==> config.mk <==
export PLATFORM = sky130hd
export DESIGN_NAME = rainbow_led_strip_serializer_core
export DESIGN_NICKNAME = d
export VERILOG_FILES = /design/src/hdl/rls_pkg.sv /design/src/hdl/rainbow_led_strip_serializer_core.sv /design/src/hdl/rls_front.sv /design/src/hdl/rls_divider.sv /design/src/hdl/rls_back.sv
export SDC_FILE = /design/constraint.sdc
export NUM_CORES = 1
export LEC_CHECK = 0
export BUFFER_PORTS_ARGS = -buffer_cell sky130_fd_sc_hd__buf_2
export CAP_MARGIN = 20
export CORE_UTILIZATION = 60
export CTS_CLUSTER_SIZE = 30
export DETAILED_ROUTE_END_ITERATION = 12
export PLACE_DENSITY = 0.77
export SYNTH_ARGS = -nofsm -noshare
export SYNTH_HDL_FRONTEND = slang
export SYNTH_SLANG_ARGS = --single-unit
export TNS_END_PERCENT = 100
==> constraint.sdc <==
create_clock -name clk_i -period 8.7 [get_ports clk_i]
set_input_delay 1.305 -clock clk_i [delete_from_list [all_inputs] [get_ports clk_i]]
set_output_delay 1.305 -clock clk_i [all_outputs]
set_load 0.02 [all_outputs]
==> src/hdl/rls_pkg.sv <==
// Shared types, constants and the color wheel for the LED strip serializer.
// Used by every module of the block; depends on nothing.
`default_nettype none

package rls_pkg;

  localparam int unsigned COLOR_W     = 24;
  localparam int unsigned TICK_W      = 24;
  localparam int unsigned DUR_W       = 8;
  localparam int unsigned STRIP_W     = 11;
  localparam int unsigned CFG_ADDR_W  = 3;
  localparam int unsigned CFG_DATA_W  = 24;
  localparam int unsigned QUO_W       = 8;
  localparam int unsigned BIT_W       = 5;
  localparam int unsigned STEP_W      = 4;
  localparam logic [STEP_W-1:0] DIV_STEPS = 4'd8;
  localparam logic [BIT_W-1:0]  LAST_BIT  = 5'd23;
  localparam logic [BIT_W-1:0]  BITS_PER_LED = 5'd24;

  localparam logic [7:0]  SEG_ONE = 8'd85;
  localparam logic [7:0]  SEG_TWO = 8'd170;
  localparam logic [7:0]  FULL    = 8'd255;

  localparam logic [DUR_W-1:0]   RST_ONE_HIGH  = 8'd16;
  localparam logic [DUR_W-1:0]   RST_ONE_LOW   = 8'd9;
  localparam logic [DUR_W-1:0]   RST_ZERO_HIGH = 8'd8;
  localparam logic [DUR_W-1:0]   RST_ZERO_LOW  = 8'd17;
  localparam logic [STRIP_W-1:0] RST_STRIP     = 11'd12;
  localparam logic [TICK_W-1:0]  RST_GAP       = 24'd1000000;

  typedef enum logic [1:0] {
    PH_GAP  = 2'd0,
    PH_HIGH = 2'd1,
    PH_LOW  = 2'd2
  } phase_e;

  typedef enum logic [CFG_ADDR_W-1:0] {
    CFG_ONE_HIGH  = 3'd0,
    CFG_ONE_LOW   = 3'd1,
    CFG_ZERO_HIGH = 3'd2,
    CFG_ZERO_LOW  = 3'd3,
    CFG_STRIP     = 3'd4,
    CFG_GAP       = 3'd5
  } cfg_idx_e;

  typedef struct packed {
    logic [DUR_W-1:0]  one_high;
    logic [DUR_W-1:0]  one_low;
    logic [DUR_W-1:0]  zero_high;
    logic [DUR_W-1:0]  zero_low;
    logic [TICK_W-1:0] frame_gap;
  } timing_t;

  typedef struct packed {
    logic valid;
    logic advance;
  } q_head_t;

  typedef struct packed {
    logic             ready;
    logic [QUO_W-1:0] quotient;
  } div_stat_t;

  function automatic logic [TICK_W-1:0] at_least_one(input logic [TICK_W-1:0] v);
    return (v == '0) ? TICK_W'(1) : v;
  endfunction

  // Wheel position to packed green, red, blue.
  function automatic logic [COLOR_W-1:0] wheel_grb(input logic [7:0] position);
    logic [7:0] p;
    logic [7:0] s;
    logic [7:0] tri3;
    logic [7:0] r;
    logic [7:0] g;
    logic [7:0] b;
    p = FULL - position;
    if (p < SEG_ONE) begin
      s = p;
    end else if (p < SEG_TWO) begin
      s = p - SEG_ONE;
    end else begin
      s = p - SEG_TWO;
    end
    tri3 = {s[6:0], 1'b0} + s;
    if (p < SEG_ONE) begin
      r = FULL - tri3; g = '0; b = tri3;
    end else if (p < SEG_TWO) begin
      r = '0; g = tri3; b = FULL - tri3;
    end else begin
      r = tri3; g = FULL - tri3; b = '0;
    end
    return {g, r, b};
  endfunction

endpackage

`default_nettype wire

==> src/hdl/rainbow_led_strip_serializer_core.sv <==
// Top level of the rainbow LED strip serializer: configuration registers,
// tick queue, wheel step divider and waveform engine. Depends on rls_pkg.
// Each tick's result is registered once the engine pops it. Throughput: one
// tick per clock unless the output stalls; the tick that ends an LED waits
// for the 8-step divider, restarted by strip_length writes and LED starts.
// Reset: timing registers take datasheet values, engine starts in the gap.
`default_nettype none

module rainbow_led_strip_serializer_core #(
  parameter int unsigned MAX_LEDS = 1024
) (
  input  wire logic                             clk_i,
  input  wire logic                             rst_ni,
  input  wire logic                             in_valid_i,
  output logic                                  in_ready_o,
  input  wire logic                             advance_i,
  output logic                                  out_valid_o,
  input  wire logic                             out_ready_i,
  output logic                                  line_level_o,
  output logic                                  frame_done_o,
  input  wire logic                             cfg_we_i,
  input  wire logic [rls_pkg::CFG_ADDR_W-1:0]   cfg_addr_i,
  input  wire logic [rls_pkg::CFG_DATA_W-1:0]   cfg_wdata_i
);

  localparam int unsigned IDX_W = (MAX_LEDS > 1) ? $clog2(MAX_LEDS) : 1;
  localparam int unsigned CNT_W = $clog2(MAX_LEDS + 1);

  rls_pkg::timing_t               timing_q;
  logic [rls_pkg::STRIP_W-1:0]    strip_q;
  logic [CNT_W-1:0]               led_count;
  rls_pkg::q_head_t               head;
  logic                           pop;
  logic [IDX_W-1:0]               next_idx;
  rls_pkg::div_stat_t             div_stat;

  always_ff @(posedge clk_i or negedge rst_ni) begin
    if (!rst_ni) begin
      timing_q.one_high  <= rls_pkg::RST_ONE_HIGH;
      timing_q.one_low   <= rls_pkg::RST_ONE_LOW;
      timing_q.zero_high <= rls_pkg::RST_ZERO_HIGH;
      timing_q.zero_low  <= rls_pkg::RST_ZERO_LOW;
      timing_q.frame_gap <= rls_pkg::RST_GAP;
      strip_q            <= rls_pkg::RST_STRIP;
    end else if (cfg_we_i) begin
      unique case (cfg_addr_i)
        rls_pkg::CFG_ONE_HIGH:  timing_q.one_high  <= cfg_wdata_i[rls_pkg::DUR_W-1:0];
        rls_pkg::CFG_ONE_LOW:   timing_q.one_low   <= cfg_wdata_i[rls_pkg::DUR_W-1:0];
        rls_pkg::CFG_ZERO_HIGH: timing_q.zero_high <= cfg_wdata_i[rls_pkg::DUR_W-1:0];
        rls_pkg::CFG_ZERO_LOW:  timing_q.zero_low  <= cfg_wdata_i[rls_pkg::DUR_W-1:0];
        rls_pkg::CFG_STRIP:     strip_q            <= cfg_wdata_i[rls_pkg::STRIP_W-1:0];
        rls_pkg::CFG_GAP:       timing_q.frame_gap <= cfg_wdata_i[rls_pkg::TICK_W-1:0];
        default: ;
      endcase
    end
  end

  // Clamp strip length to 1 .. MAX_LEDS
  always_comb begin
    if (strip_q == '0) begin
      led_count = CNT_W'(1);
    end else if (32'(strip_q) > 32'(MAX_LEDS)) begin
      led_count = CNT_W'(32'(MAX_LEDS));
    end else begin
      led_count = CNT_W'(32'(strip_q));
    end
  end

  rls_front u_front (
    .clk_i      (clk_i),
    .rst_ni     (rst_ni),
    .in_valid_i (in_valid_i),
    .in_ready_o (in_ready_o),
    .advance_i  (advance_i),
    .head_o     (head),
    .pop_i      (pop)
  );

  rls_divider #(
    .IDX_W (IDX_W),
    .CNT_W (CNT_W)
  ) u_divider (
    .clk_i   (clk_i),
    .rst_ni  (rst_ni),
    .index_i (next_idx),
    .count_i (led_count),
    .stat_o  (div_stat)
  );

  rls_back #(
    .IDX_W (IDX_W),
    .CNT_W (CNT_W)
  ) u_back (
    .clk_i        (clk_i),
    .rst_ni       (rst_ni),
    .timing_i     (timing_q),
    .led_count_i  (led_count),
    .head_i       (head),
    .pop_o        (pop),
    .next_idx_o   (next_idx),
    .div_i        (div_stat),
    .out_valid_o  (out_valid_o),
    .out_ready_i  (out_ready_i),
    .line_level_o (line_level_o),
    .frame_done_o (frame_done_o)
  );

endmodule

`default_nettype wire

==> src/hdl/rls_front.sv <==
// Input side of the LED strip serializer: accepts ticks into a two-entry queue.
// Depends on rls_pkg.
`default_nettype none

module rls_front (
  input  wire logic          clk_i,
  input  wire logic          rst_ni,
  input  wire logic          in_valid_i,
  output logic               in_ready_o,
  input  wire logic          advance_i,
  output rls_pkg::q_head_t   head_o,
  input  wire logic          pop_i
);

  logic [1:0] store_q;
  logic       wr_ptr_q, wr_ptr_d;
  logic       rd_ptr_q, rd_ptr_d;
  logic [1:0] fill_q, fill_d;
  logic       push;
  logic       pop;

  assign in_ready_o = (fill_q != 2'd2);
  assign push       = in_valid_i && in_ready_o;
  assign pop        = pop_i && (fill_q != 2'd0);

  assign head_o.valid   = (fill_q != 2'd0);
  assign head_o.advance = store_q[rd_ptr_q];

  always_comb begin
    wr_ptr_d = push ? ~wr_ptr_q : wr_ptr_q;
    rd_ptr_d = pop ? ~rd_ptr_q : rd_ptr_q;
    fill_d   = fill_q + {1'b0, push} - {1'b0, pop};
  end

  always_ff @(posedge clk_i or negedge rst_ni) begin
    if (!rst_ni) begin
      wr_ptr_q <= 1'b0;
      rd_ptr_q <= 1'b0;
      fill_q   <= 2'd0;
    end else begin
      wr_ptr_q <= wr_ptr_d;
      rd_ptr_q <= rd_ptr_d;
      fill_q   <= fill_d;
    end
  end

  always_ff @(posedge clk_i) begin
    if (push) begin
      store_q[wr_ptr_q] <= advance_i;
    end
  end

endmodule

`default_nettype wire

==> src/hdl/rls_divider.sv <==
// Wheel step unit: floor(index * 256 / count), one quotient bit per cycle.
// Restarts on its own whenever index or count changes. Depends on rls_pkg.
`default_nettype none

module rls_divider #(
  parameter int unsigned IDX_W = 10,
  parameter int unsigned CNT_W = 11
) (
  input  wire logic             clk_i,
  input  wire logic             rst_ni,
  input  wire logic [IDX_W-1:0] index_i,
  input  wire logic [CNT_W-1:0] count_i,
  output rls_pkg::div_stat_t    stat_o
);

  localparam int unsigned REM_W = CNT_W + 1;

  logic [IDX_W-1:0]                 idx_tag_q;
  logic [CNT_W-1:0]                 cnt_tag_q;
  logic [rls_pkg::STEP_W-1:0]       step_q;
  logic [REM_W-1:0]                 rem_q;
  logic [rls_pkg::QUO_W-1:0]        quo_q;
  logic                             stale;
  logic [REM_W-1:0]                 shifted;
  logic                             fits;

  assign stale   = (idx_tag_q != index_i) || (cnt_tag_q != count_i);
  assign shifted = {rem_q[REM_W-2:0], 1'b0};
  assign fits    = (shifted >= REM_W'(count_i));

  assign stat_o.ready    = !stale && (step_q == rls_pkg::DIV_STEPS);
  assign stat_o.quotient = quo_q;

  always_ff @(posedge clk_i or negedge rst_ni) begin
    if (!rst_ni) begin
      idx_tag_q <= '0;
      cnt_tag_q <= '0;
      step_q    <= '0;
    end else if (stale) begin
      idx_tag_q <= index_i;
      cnt_tag_q <= count_i;
      step_q    <= '0;
    end else if (step_q != rls_pkg::DIV_STEPS) begin
      step_q <= step_q + 1'b1;
    end
  end

  always_ff @(posedge clk_i) begin
    if (stale) begin
      rem_q <= REM_W'(index_i);
      quo_q <= '0;
    end else if (step_q != rls_pkg::DIV_STEPS) begin
      rem_q <= fits ? (shifted - REM_W'(count_i)) : shifted;
      quo_q <= {quo_q[rls_pkg::QUO_W-2:0], fits};
    end
  end

endmodule

`default_nettype wire

==> src/hdl/rls_back.sv <==
// Waveform engine of the LED strip serializer: phases, bit and LED counters,
// color shift register and the output register. Depends on rls_pkg.
`default_nettype none

module rls_back #(
  parameter int unsigned IDX_W = 10,
  parameter int unsigned CNT_W = 11
) (
  input  wire logic               clk_i,
  input  wire logic               rst_ni,
  input  wire rls_pkg::timing_t   timing_i,
  input  wire logic [CNT_W-1:0]   led_count_i,
  input  wire rls_pkg::q_head_t   head_i,
  output logic                    pop_o,
  output logic [IDX_W-1:0]        next_idx_o,
  input  wire rls_pkg::div_stat_t div_i,
  output logic                    out_valid_o,
  input  wire logic               out_ready_i,
  output logic                    line_level_o,
  output logic                    frame_done_o
);

  localparam int unsigned NXT_W = rls_pkg::TICK_W + 1;

  rls_pkg::phase_e                phase_q, phase_d;
  logic [IDX_W-1:0]               led_q, led_d;
  logic [rls_pkg::BIT_W-1:0]      bit_q, bit_d;
  logic [rls_pkg::TICK_W-1:0]     tick_q, tick_d;
  logic [rls_pkg::COLOR_W-1:0]    shift_q, shift_d;
  logic [7:0]                     offset_q, offset_d;
  logic                           out_valid_q, out_valid_d;
  logic                           level_q, level_d;
  logic                           done_q, done_d;

  logic                           can_out;
  logic                           need_quo;
  logic                           step;
  logic                           bit_one;
  logic [NXT_W-1:0]               tick_next;
  logic [rls_pkg::TICK_W-1:0]     dur;
  logic                           dur_end;
  logic [CNT_W:0]                 led_next;
  logic                           last_led;
  logic [rls_pkg::BIT_W-1:0]      bit_next;

  assign can_out    = !out_valid_q || out_ready_i;
  assign need_quo   = (phase_q == rls_pkg::PH_LOW) && (bit_q == rls_pkg::LAST_BIT);
  assign pop_o      = head_i.valid && can_out && (!need_quo || div_i.ready);
  assign step       = pop_o && head_i.advance;

  assign bit_one    = shift_q[rls_pkg::COLOR_W-1];
  assign tick_next  = NXT_W'(tick_q) + NXT_W'(1);
  assign led_next   = (CNT_W+1)'(led_q) + (CNT_W+1)'(1);
  assign last_led   = (led_next >= (CNT_W+1)'(led_count_i));
  assign bit_next   = bit_q + 1'b1;
  assign next_idx_o = led_next[IDX_W-1:0];

  always_comb begin
    unique case (phase_q)
      rls_pkg::PH_HIGH: dur = rls_pkg::TICK_W'(bit_one ? timing_i.one_high
                                                        : timing_i.zero_high);
      rls_pkg::PH_LOW:  dur = rls_pkg::TICK_W'(bit_one ? timing_i.one_low
                                                        : timing_i.zero_low);
      default:          dur = timing_i.frame_gap;
    endcase
  end

  assign dur_end = (tick_next >= NXT_W'(rls_pkg::at_least_one(dur)));

  // Next state
  always_comb begin
    phase_d  = phase_q;
    led_d    = led_q;
    bit_d    = bit_q;
    tick_d   = tick_q;
    shift_d  = shift_q;
    offset_d = offset_q;
    if (step) begin
      tick_d = dur_end ? '0 : tick_next[rls_pkg::TICK_W-1:0];
      unique case (phase_q)
        rls_pkg::PH_HIGH: begin
          if (dur_end) begin
            phase_d = rls_pkg::PH_LOW;
          end
        end
        rls_pkg::PH_LOW: begin
          if (dur_end) begin
            shift_d = {shift_q[rls_pkg::COLOR_W-2:0], 1'b0};
            bit_d   = bit_next;
            phase_d = rls_pkg::PH_HIGH;
            if (bit_next >= rls_pkg::BITS_PER_LED) begin
              bit_d = '0;
              if (last_led) begin
                phase_d = rls_pkg::PH_GAP;
              end else begin
                led_d   = led_next[IDX_W-1:0];
                shift_d = rls_pkg::wheel_grb(offset_q + div_i.quotient);
              end
            end
          end
        end
        default: begin
          if (dur_end) begin
            offset_d = offset_q + 8'd1;
            led_d    = '0;
            bit_d    = '0;
            shift_d  = rls_pkg::wheel_grb(offset_q + 8'd1);
            phase_d  = rls_pkg::PH_HIGH;
          end
        end
      endcase
    end
  end

  // Outputs
  always_comb begin
    out_valid_d = out_valid_q;
    level_d     = level_q;
    done_d      = done_q;
    if (pop_o) begin
      out_valid_d = 1'b1;
      level_d     = (phase_q == rls_pkg::PH_HIGH);
      done_d      = step && dur_end && (phase_q != rls_pkg::PH_HIGH)
                    && (phase_q != rls_pkg::PH_LOW);
    end else if (out_ready_i) begin
      out_valid_d = 1'b0;
    end
  end

  always_ff @(posedge clk_i or negedge rst_ni) begin
    if (!rst_ni) begin
      phase_q     <= rls_pkg::PH_GAP;
      led_q       <= '0;
      bit_q       <= '0;
      tick_q      <= '0;
      shift_q     <= '0;
      offset_q    <= '0;
      out_valid_q <= 1'b0;
    end else begin
      phase_q     <= phase_d;
      led_q       <= led_d;
      bit_q       <= bit_d;
      tick_q      <= tick_d;
      shift_q     <= shift_d;
      offset_q    <= offset_d;
      out_valid_q <= out_valid_d;
    end
  end

  always_ff @(posedge clk_i) begin
    level_q <= level_d;
    done_q  <= done_d;
  end

  assign out_valid_o  = out_valid_q;
  assign line_level_o = level_q;
  assign frame_done_o = done_q;

  a_quo_ready: assert property (@(posedge clk_i) disable iff (!rst_ni)
    pop_o && need_quo |-> div_i.ready)
    else $error("LED start taken without a settled wheel step");

  a_done_low: assert property (@(posedge clk_i) disable iff (!rst_ni)
    out_valid_o && frame_done_o |-> !line_level_o)
    else $error("frame end reported on a high tick");

  a_bit_range: assert property (@(posedge clk_i) disable iff (!rst_ni)
    1'b1 |-> bit_q <= rls_pkg::LAST_BIT)
    else $error("bit counter past last bit");

  a_frame_start: assert property (@(posedge clk_i) disable iff (!rst_ni)
    step && done_d |=> (phase_q == rls_pkg::PH_HIGH) && (led_q == '0) && (tick_q == '0))
    else $error("frame did not restart at the first LED");

endmodule

`default_nettype wire

==> results of run 1 <==
==> per-layer routing <==
layer	vias to the layer above	global-route usage (%)	part of all wire [%]	wire length, um
met5	-	0	0	0
met3	32	3.88	4.5	1340
met4	0	8.13	1.3	394
met1	5055	38.7	46	13800
met2	256	46.6	48	14400
li1	5052	-	-	-
==> layout make-up <==
cell class              count  area (um2)  share of cell area, %
clock buffers              19         443                   3.12
clock inverters            13         141                  0.997
inverters                  80         300                   2.12
multi-input cells        1079        7820                   55.1
flip-flops and latches    193        4870                   34.4
well taps                 275         344                   2.43
repair buffers             46         262                   1.84
==> metrics by stage <==
step | std cells | instance area, um2 | hold WS [ns]
detailed placement | 1673 | 13600 | 0.463
finish | 1705 | 14200 | 0.470
global placement | 1672 | 13600 | 0.441
floorplan | 1407 | 13200 | 0.432
global route | 1705 | 14200 | 0.496
CTS | 1705 | 14200 | 0.473
==> cells by family (layout without fill, tap and decap cells) <==
family / after synthesis / in the layout / synth area share [%]
and+or+nand+nor: 414 / 414 / 14.8
AOI/OAI and AO/OA: 351 / 351 / 17.7
DFF: 193 / 193 / 36.9
buffers and inverters: 135 / 158 / 3.87
adders and majority gates: 116 / 116 / 11.2
xor gates and xnor gates: 102 / 102 / 7.59
muxes: 96 / 96 / 7.90
==> Yosys cell counts (15+ instances only) <==
cell type / n / area (um2)
xnor2_1: 62 / 543
nor2_1: 97 / 364
nand2_1: 143 / 537
ha_1: 112 / 1400
a21oi_1: 86 / 430
clkbuf_1: 51 / 191
o21ai_0: 95 / 475
and3_1: 21 / 131
nand3_1: 42 / 210
mux2i_1: 30 / 300
dfstp_2: 15 / 394
nor3_1: 24 / 120
a21o_1: 18 / 135
a31oi_1: 18 / 113
nor2b_1: 20 / 125
mux2_2: 66 / 743
xor2_1: 31 / 272
dfrtp_1: 155 / 3880
inv_1: 78 / 293
==> sequential cells by signal, summed over array words and instances (netlist names) <==
register and count:
strip_q 11, timing_q 56, u_back.bit_q 5, u_back.frame_done_o 1, u_back.led_q 10, u_back.line_level_o 1
u_back.offset_q 8, u_back.out_valid_o 1, u_back.phase_q 2, u_back.shift_q 24, u_back.tick_q 24, u_divider.cnt_tag_q 11
u_divider.idx_tag_q 10, u_divider.quo_q 8, u_divider.rem_q 11, u_divider.step_q 4, u_front.fill_q 2, u_front.rd_ptr_q 1
u_front.store_q 2, u_front.wr_ptr_q 1
==> cells in the final DEF, fill, tap and decap left out, types with 11 or more instances in the layout <==
cell	count
a211oi_1	11
a21o_1	18
a21oi_1	86
a22o_1	11
a31oi_1	18
and3_1	21
buf_2	35
clkbuf_16	17
dfrtp_1	155
dfstp_2	15
edfxtp_1	14
ha_1	112
inv_1	78
mux2_2	66
mux2i_1	30
nand2_1	143
nand2b_1	13
nand3_1	42
nand4_1	12
nor2_1	97
nor2b_1	20
nor3_1	24
o211ai_1	11
o21ai_0	95
o31ai_1	12
xnor2_1	62
xor2_1	31
==> power by group <==
group	switching [mW]	total, mW	internal [mW]
Sequential	0.120	1.19	1.07
Combinational	0.994	1.68	0.685
Clock	0.390	0.781	0.391
Total	1.50	3.65	2.14
==> worst max-delay path, delay by kind of cell, from the launching register on <==
family	cells	cell delay [ns]
AO/OA/AOI/OAI	9	1.90
adder cells (fa/ha/maj)	5	1.63
AND/OR/NAND/NOR	7	1.51
flip-flops	1	0.49
buffers and inverters	3	0.31
XOR/XNOR	1	0.24
==> worst paths after layout <==
check	startpoint	end	slack (ns)	cells past startpoint
min in group asynchronous	rst_ni	u_front.fill_q[1]	0.97	1
max in group asynchronous	rst_ni	u_back.phase_q[0]	6.26	2
max reg2reg	u_back.offset_q[0]	u_back.shift_q[22]	2.49	25
min reg2reg	u_divider.quo_q[4]	u_divider.quo_q[4]	0.47	2
min	u_divider.quo_q[4]	u_divider.quo_q[4]	0.47	2
max	u_back.offset_q[0]	u_back.shift_q[22]	2.49	25
==> results.md, run 1 <==
* Clk_skew at 0.0199 ns
* Total Routing Usage GR at 28.2%
* Starting Density at 62.0%
* Final net count at 1566
* Global-route wire length before repair at 50200 um
* Dpl ws at 2.56 ns
* DRC at 0
* Prevailing post-synth register cell: dfrtp_1
* Synth Warn # at 0
* Worst EP required at 9.00 ns
* Synthesized area at 0.0132 mm2
* Final Cycle Share at 71.4%
* Post-CTS sizing at 0
* Hold Vio Cnt, Final at 0
* # hold bufs at CTS at 0
* Syn Inst Count at 1407
* Total power at 3.65 mW
* Die area at 0.0226 mm2
* Critical Path Fanout Max at 27
* Antenna viol nets, final at 0
* Static leakage at 6.29 nW
* Worst skew pair latency at 0.45 ns
* Critical path data arrival time at 6.51 ns
* Yosys reg bits at 193
* CP max-delay cell: nand2b_1
* Core ar. at 0.0213 mm2
* Largest net degree at the start of global routing at 102
* Max_cap viols at 0
* Filler cells at 1672
* Layout Utilization at 66.6%
* Ratio of cells with drive above 1 in the final layout at 12.5%
* Highest Clock Rate at 161 MHz
* Area grow syn2layout at 7.42%
* Row cnt at 53
* Die Ht at 150 um
* DR vias/cell at 6.10
* Vias in the first global route at 10100
* CP peak stage delay at 0.70 ns
* Outcome: finished clean
* Peak supply drop at 215 uV
* Worst min-delay path class: reg -> reg
* RSZ-0062 raised after global routing: no
* CTS Root Cell: clkbuf_16
* Most used cell along the critical path: ha_1
* IO Count at 37
* Fin crit period at 6.21 ns
* Worst-Margin Slew at 1.09 ns
* Vias at 10400
* Total CTS buffers at 17
* Final setup violation count at 0
* Post-CTS setup buffer count at 0
* Routability Congestion at 0.890
* Total negative slack at 0 ns
* Max transition margin at 26.8%
* Hpwl dp at 21600 um
* Synth unique cells at 83
* Worst-path clk slew at 0.07 ns
* Clk buf depth at 2
* # clock sinks at 193
* Syn nets at 1556
* Iteration-0 DRC Markers at 700
* Htree depth at 4
* Post-synthesis sequential area ratio at 36.9%
* CP Class: reg -> reg
* EDFF count, synth at 14
* CTS tree: done
* Final setup margin at 2.49 ns
* Diode count at 0
* Ys async rst share at 88.1%
* Syn avg cell area at 9.38 um2
* Die W at 150 um
* Worst setup SP type: flip-flop
* Post-Route WL at 30000 um
* Initial antenna violation count at 0
* 1st-pass router iterations at 5
* Global route total overflow at 0
* Final Slew Violations at 0
* WL/cell at 17.6 um
* CP endpoint kind: flip-flop
* Port buffer count at 36
* Pwr dens at 257 mW/mm2
(Power assumes the default switching activity.)
==> run 2: changes to the inputs <==
--- a/config.mk
+++ b/config.mk
@@ -7,10 +7,10 @@
 export LEC_CHECK = 0
 export BUFFER_PORTS_ARGS = -buffer_cell sky130_fd_sc_hd__buf_2
 export CAP_MARGIN = 20
-export CORE_UTILIZATION = 60
+export CORE_UTILIZATION = 58
 export CTS_CLUSTER_SIZE = 30
 export DETAILED_ROUTE_END_ITERATION = 12
-export PLACE_DENSITY = 0.77
+export PLACE_DENSITY = 0.78
 export SYNTH_ARGS = -nofsm -noshare
 export SYNTH_HDL_FRONTEND = slang
 export SYNTH_SLANG_ARGS = --single-unit
==> constraint.sdc (replaced) <==
create_clock -name clk_i -period 5 [get_ports clk_i]
set_input_delay 0.75 -clock clk_i [delete_from_list [all_inputs] [get_ports clk_i]]
set_output_delay 0.75 -clock clk_i [all_outputs]
set_load 0.02 [all_outputs]
==> results.md, run 2 (synthesis gave the netlist of run 1 again) <==
* Outcome: finished clean (unchanged)
* Htree depth at 4 (unchanged)
* Peak supply drop at 355 uV (was 215 uV)
* Starting Density at 59.8% (was 62.0%)
* Row cnt at 54 (was 53)
* Pwr dens at 451 mW/mm2 (was 257 mW/mm2)
* Highest Clock Rate at 211 MHz (was 161 MHz)
* Total Routing Usage GR at 27.0% (was 28.2%)
* Die area at 0.0234 mm2 (was 0.0226 mm2)
* CTS Root Cell: clkbuf_16 (unchanged)
* Top flop regs: timing_q x56, u_back.shift_q x24, u_back.tick_q x24 (unchanged)
* Antenna viol nets, final at 0 (unchanged)
* Sequential power share at 31.0% (was 32.5%)
* Switching share of power at 40.5% (was 41.3%)
* Die W at 153 um (was 150 um)
* Total power at 6.63 mW (was 3.65 mW)
* 1st-pass router iterations at 5 (unchanged)
* Area grow syn2layout at 11.3% (was 7.42%)
* Max_cap viols at 0 (unchanged)
* RSZ-0062 raised after global routing: no (unchanged)
* Post-Route WL at 30900 um (was 30000 um)
* Commonest non-fill, non-tap cell in the layout: dfrtp_1 (unchanged)
* Critical Path Fanout Max at 9 (was 27)
* Static leakage at 6.56 nW (was 6.29 nW)
* # clock sinks at 193 (unchanged)
* Routability Congestion at 0.889 (was 0.890)
* Hpwl dp at 21800 um (was 21600 um)
* Final Cycle Share at 94.7% (was 71.4%)
* Total negative slack at 0 ns (unchanged)
* IO Count at 37 (unchanged)
* Worst-path clk slew at 0.08 ns (was 0.07 ns)
* CTS tree: done (unchanged)
* Iteration-0 DRC Markers at 691 (was 700)
* Critical path data arrival time at 5.06 ns (was 6.51 ns)
* Fin crit period at 4.74 ns (was 6.21 ns)
* Internal at 3.95 mW (was 2.14 mW)
* Global-route wire length before repair at 51500 um (was 50200 um)
* Commonest cells after routing, fill and taps aside: dfrtp_1, nand2_1, ha_1, nor2_1, o21ai_0 (unchanged)
* Die Ht at 153 um (was 150 um)
* Placed insts at 1714 (was 1673)
* Vias in the first global route at 10400 (was 10100)
* CP Cell Sequence: ha_1, inv_1, fa_2, a211oi_2, nor3_1, and3_1, or3_1, o21ai_4, buf_4, a31o_2, ha_2, inv_1, fa_2, o41a_1, o21a_1, or2_1, ha_1, nand3_2, a21oi_2, a31oi_1, o21ai_1
* Hold Vio Cnt, Final at 0 (unchanged)
* Worst-Margin Slew at 1.03 ns (was 1.09 ns)
* Global route total overflow at 0 (unchanged)
* Diode count at 0 (unchanged)
* Clock power share at 21.8% (was 21.4%)
* WL/cell at 17.6 um (about the same)
* Multi-input logic area at 0.00796 mm2 (was 0.00782 mm2)
* DR vias/cell at 6.11 (was 6.10)
* Worst setup SP type: flip-flop (unchanged)
* CP endpoint kind: flip-flop (unchanged)
* # hold bufs at CTS at 0 (unchanged)
* Vias at 10700 (was 10400)
* Comb power frac at 47.3% (was 46.1%)
* Switching power at 2.68 mW (was 1.50 mW)
* Final net count at 1608 (was 1566)
* Ratio of cells with drive above 1 in the final layout at 17.1% (was 12.5%)
* CP max-delay cell: o41a_1 (was nand2b_1)
* Port buffer count at 36 (unchanged)
* CP Class: reg -> reg (unchanged)
* CP peak stage delay at 0.46 ns (was 0.70 ns)
* Core ar. at 0.0221 mm2 (was 0.0213 mm2)
* DRC at 0 (unchanged)
* Worst min-delay path class: in -> async (was reg -> reg)
* Final non-filler cell total at 1752 (was 1705)
* Initial antenna violation count at 0 (unchanged)
* Final setup violation count at 0 (unchanged)
* Filler cells at 1707 (was 1672)
* Clk_skew at 0.0111 ns (was 0.0199 ns)
* Clk buf depth at 2 (unchanged)
* Worst EP required at 5.33 ns (was 9.00 ns)
* Max reg flops at 56 (unchanged)
* Max transition margin at 31.1% (was 26.8%)
* Worst skew pair latency at 0.44 ns (was 0.45 ns)
* Largest register by flop count: timing_q (unchanged)
* Final Slew Violations at 0 (unchanged)
* Total CTS buffers at 17 (unchanged)
* Storage element area at 0.00488 mm2 (was 0.00487 mm2)
* Largest net degree at the start of global routing at 88 (was 102)
## run 2: metal layers
| metal | wire length, um | part of all wire, % | global-route usage (%) | vias to the layer above |
|---|---|---|---|---|
| met2 | 15300 | 50 | 46.0 | 254 |
| met5 | 0 | 0 | 0 | - |
| met1 | 13700 | 44 | 35.5 | 5250 |
| met4 | 753 | 2.4 | 9.67 | 0 |
| met3 | 1080 | 3.5 | 3.12 | 62 |
| li1 | - | - | - | 5146 |
## run 2: power groups by stage
stage	registers (mW)	logic [mW]	clock network [mW]
final	2.05	3.13	1.44
after global placement	2.06	2.89	0
after floorplan	2.04	2.20	0
after global routing	2.09	3.50	1.51
after CTS	2.05	3.04	1.45
after detailed placement	2.07	2.98	0
## run 2: worst paths after layout
kind / cells after the start / slack, ns / from / end
setup reg to reg: 21 / 0.26 / u_back.offset_q[0] / u_back.shift_q[23]
hold reg to reg: 2 / 0.46 / u_divider.rem_q[10] / u_divider.rem_q[10]
min in group clk_i: 2 / 0.46 / u_divider.rem_q[10] / u_divider.rem_q[10]
hold / removal: 1 / 0.38 / rst_ni / u_back.shift_q[13]
max in group asynchronous: 2 / 3.50 / rst_ni / timing_q[6]
setup / recovery: 21 / 0.26 / u_back.offset_q[0] / u_back.shift_q[23]
## run 2: layout make-up
| type | instances | area share (%) |
|---|---|---|
| tap | 280 | 2.38 |
| inverter | 80 | 2.06 |
| multi-input combinational | 1079 | 54.2 |
| sequential | 193 | 33.2 |
| clock buffer | 20 | 3.25 |
| clock inverter | 12 | 0.962 |
| timing repair buffer | 88 | 4.01 |
## run 2: through the flow
step	instance area, um2	util (%)	setup slack, ns	hold WS (ns)
detailed placement	13900	62.9	0.0470	0.452
floorplan	13200	-	0.00546	0.432
finish	14700	66.5	0.265	0.382
CTS	14500	65.7	0.0240	0.414
global placement	13900	62.9	0.177	0.443
global route	14700	66.5	0.00226	0.444
## run 2: critical path, delay by kind of cell, from the launching register on
family	cells	cell delay, ns
adders and majority gates	5	1.34
buffers and inverters	3	0.32
AOI/OAI and AO/OA	8	1.63
and+or+nand+nor	5	0.99
DFF	1	0.36
## run 2: what timing repair did
item	4_1_cts	5_1_grt
buffers inserted	0	6
gates resized for setup	0	32
setup endpoints to repair	0	28
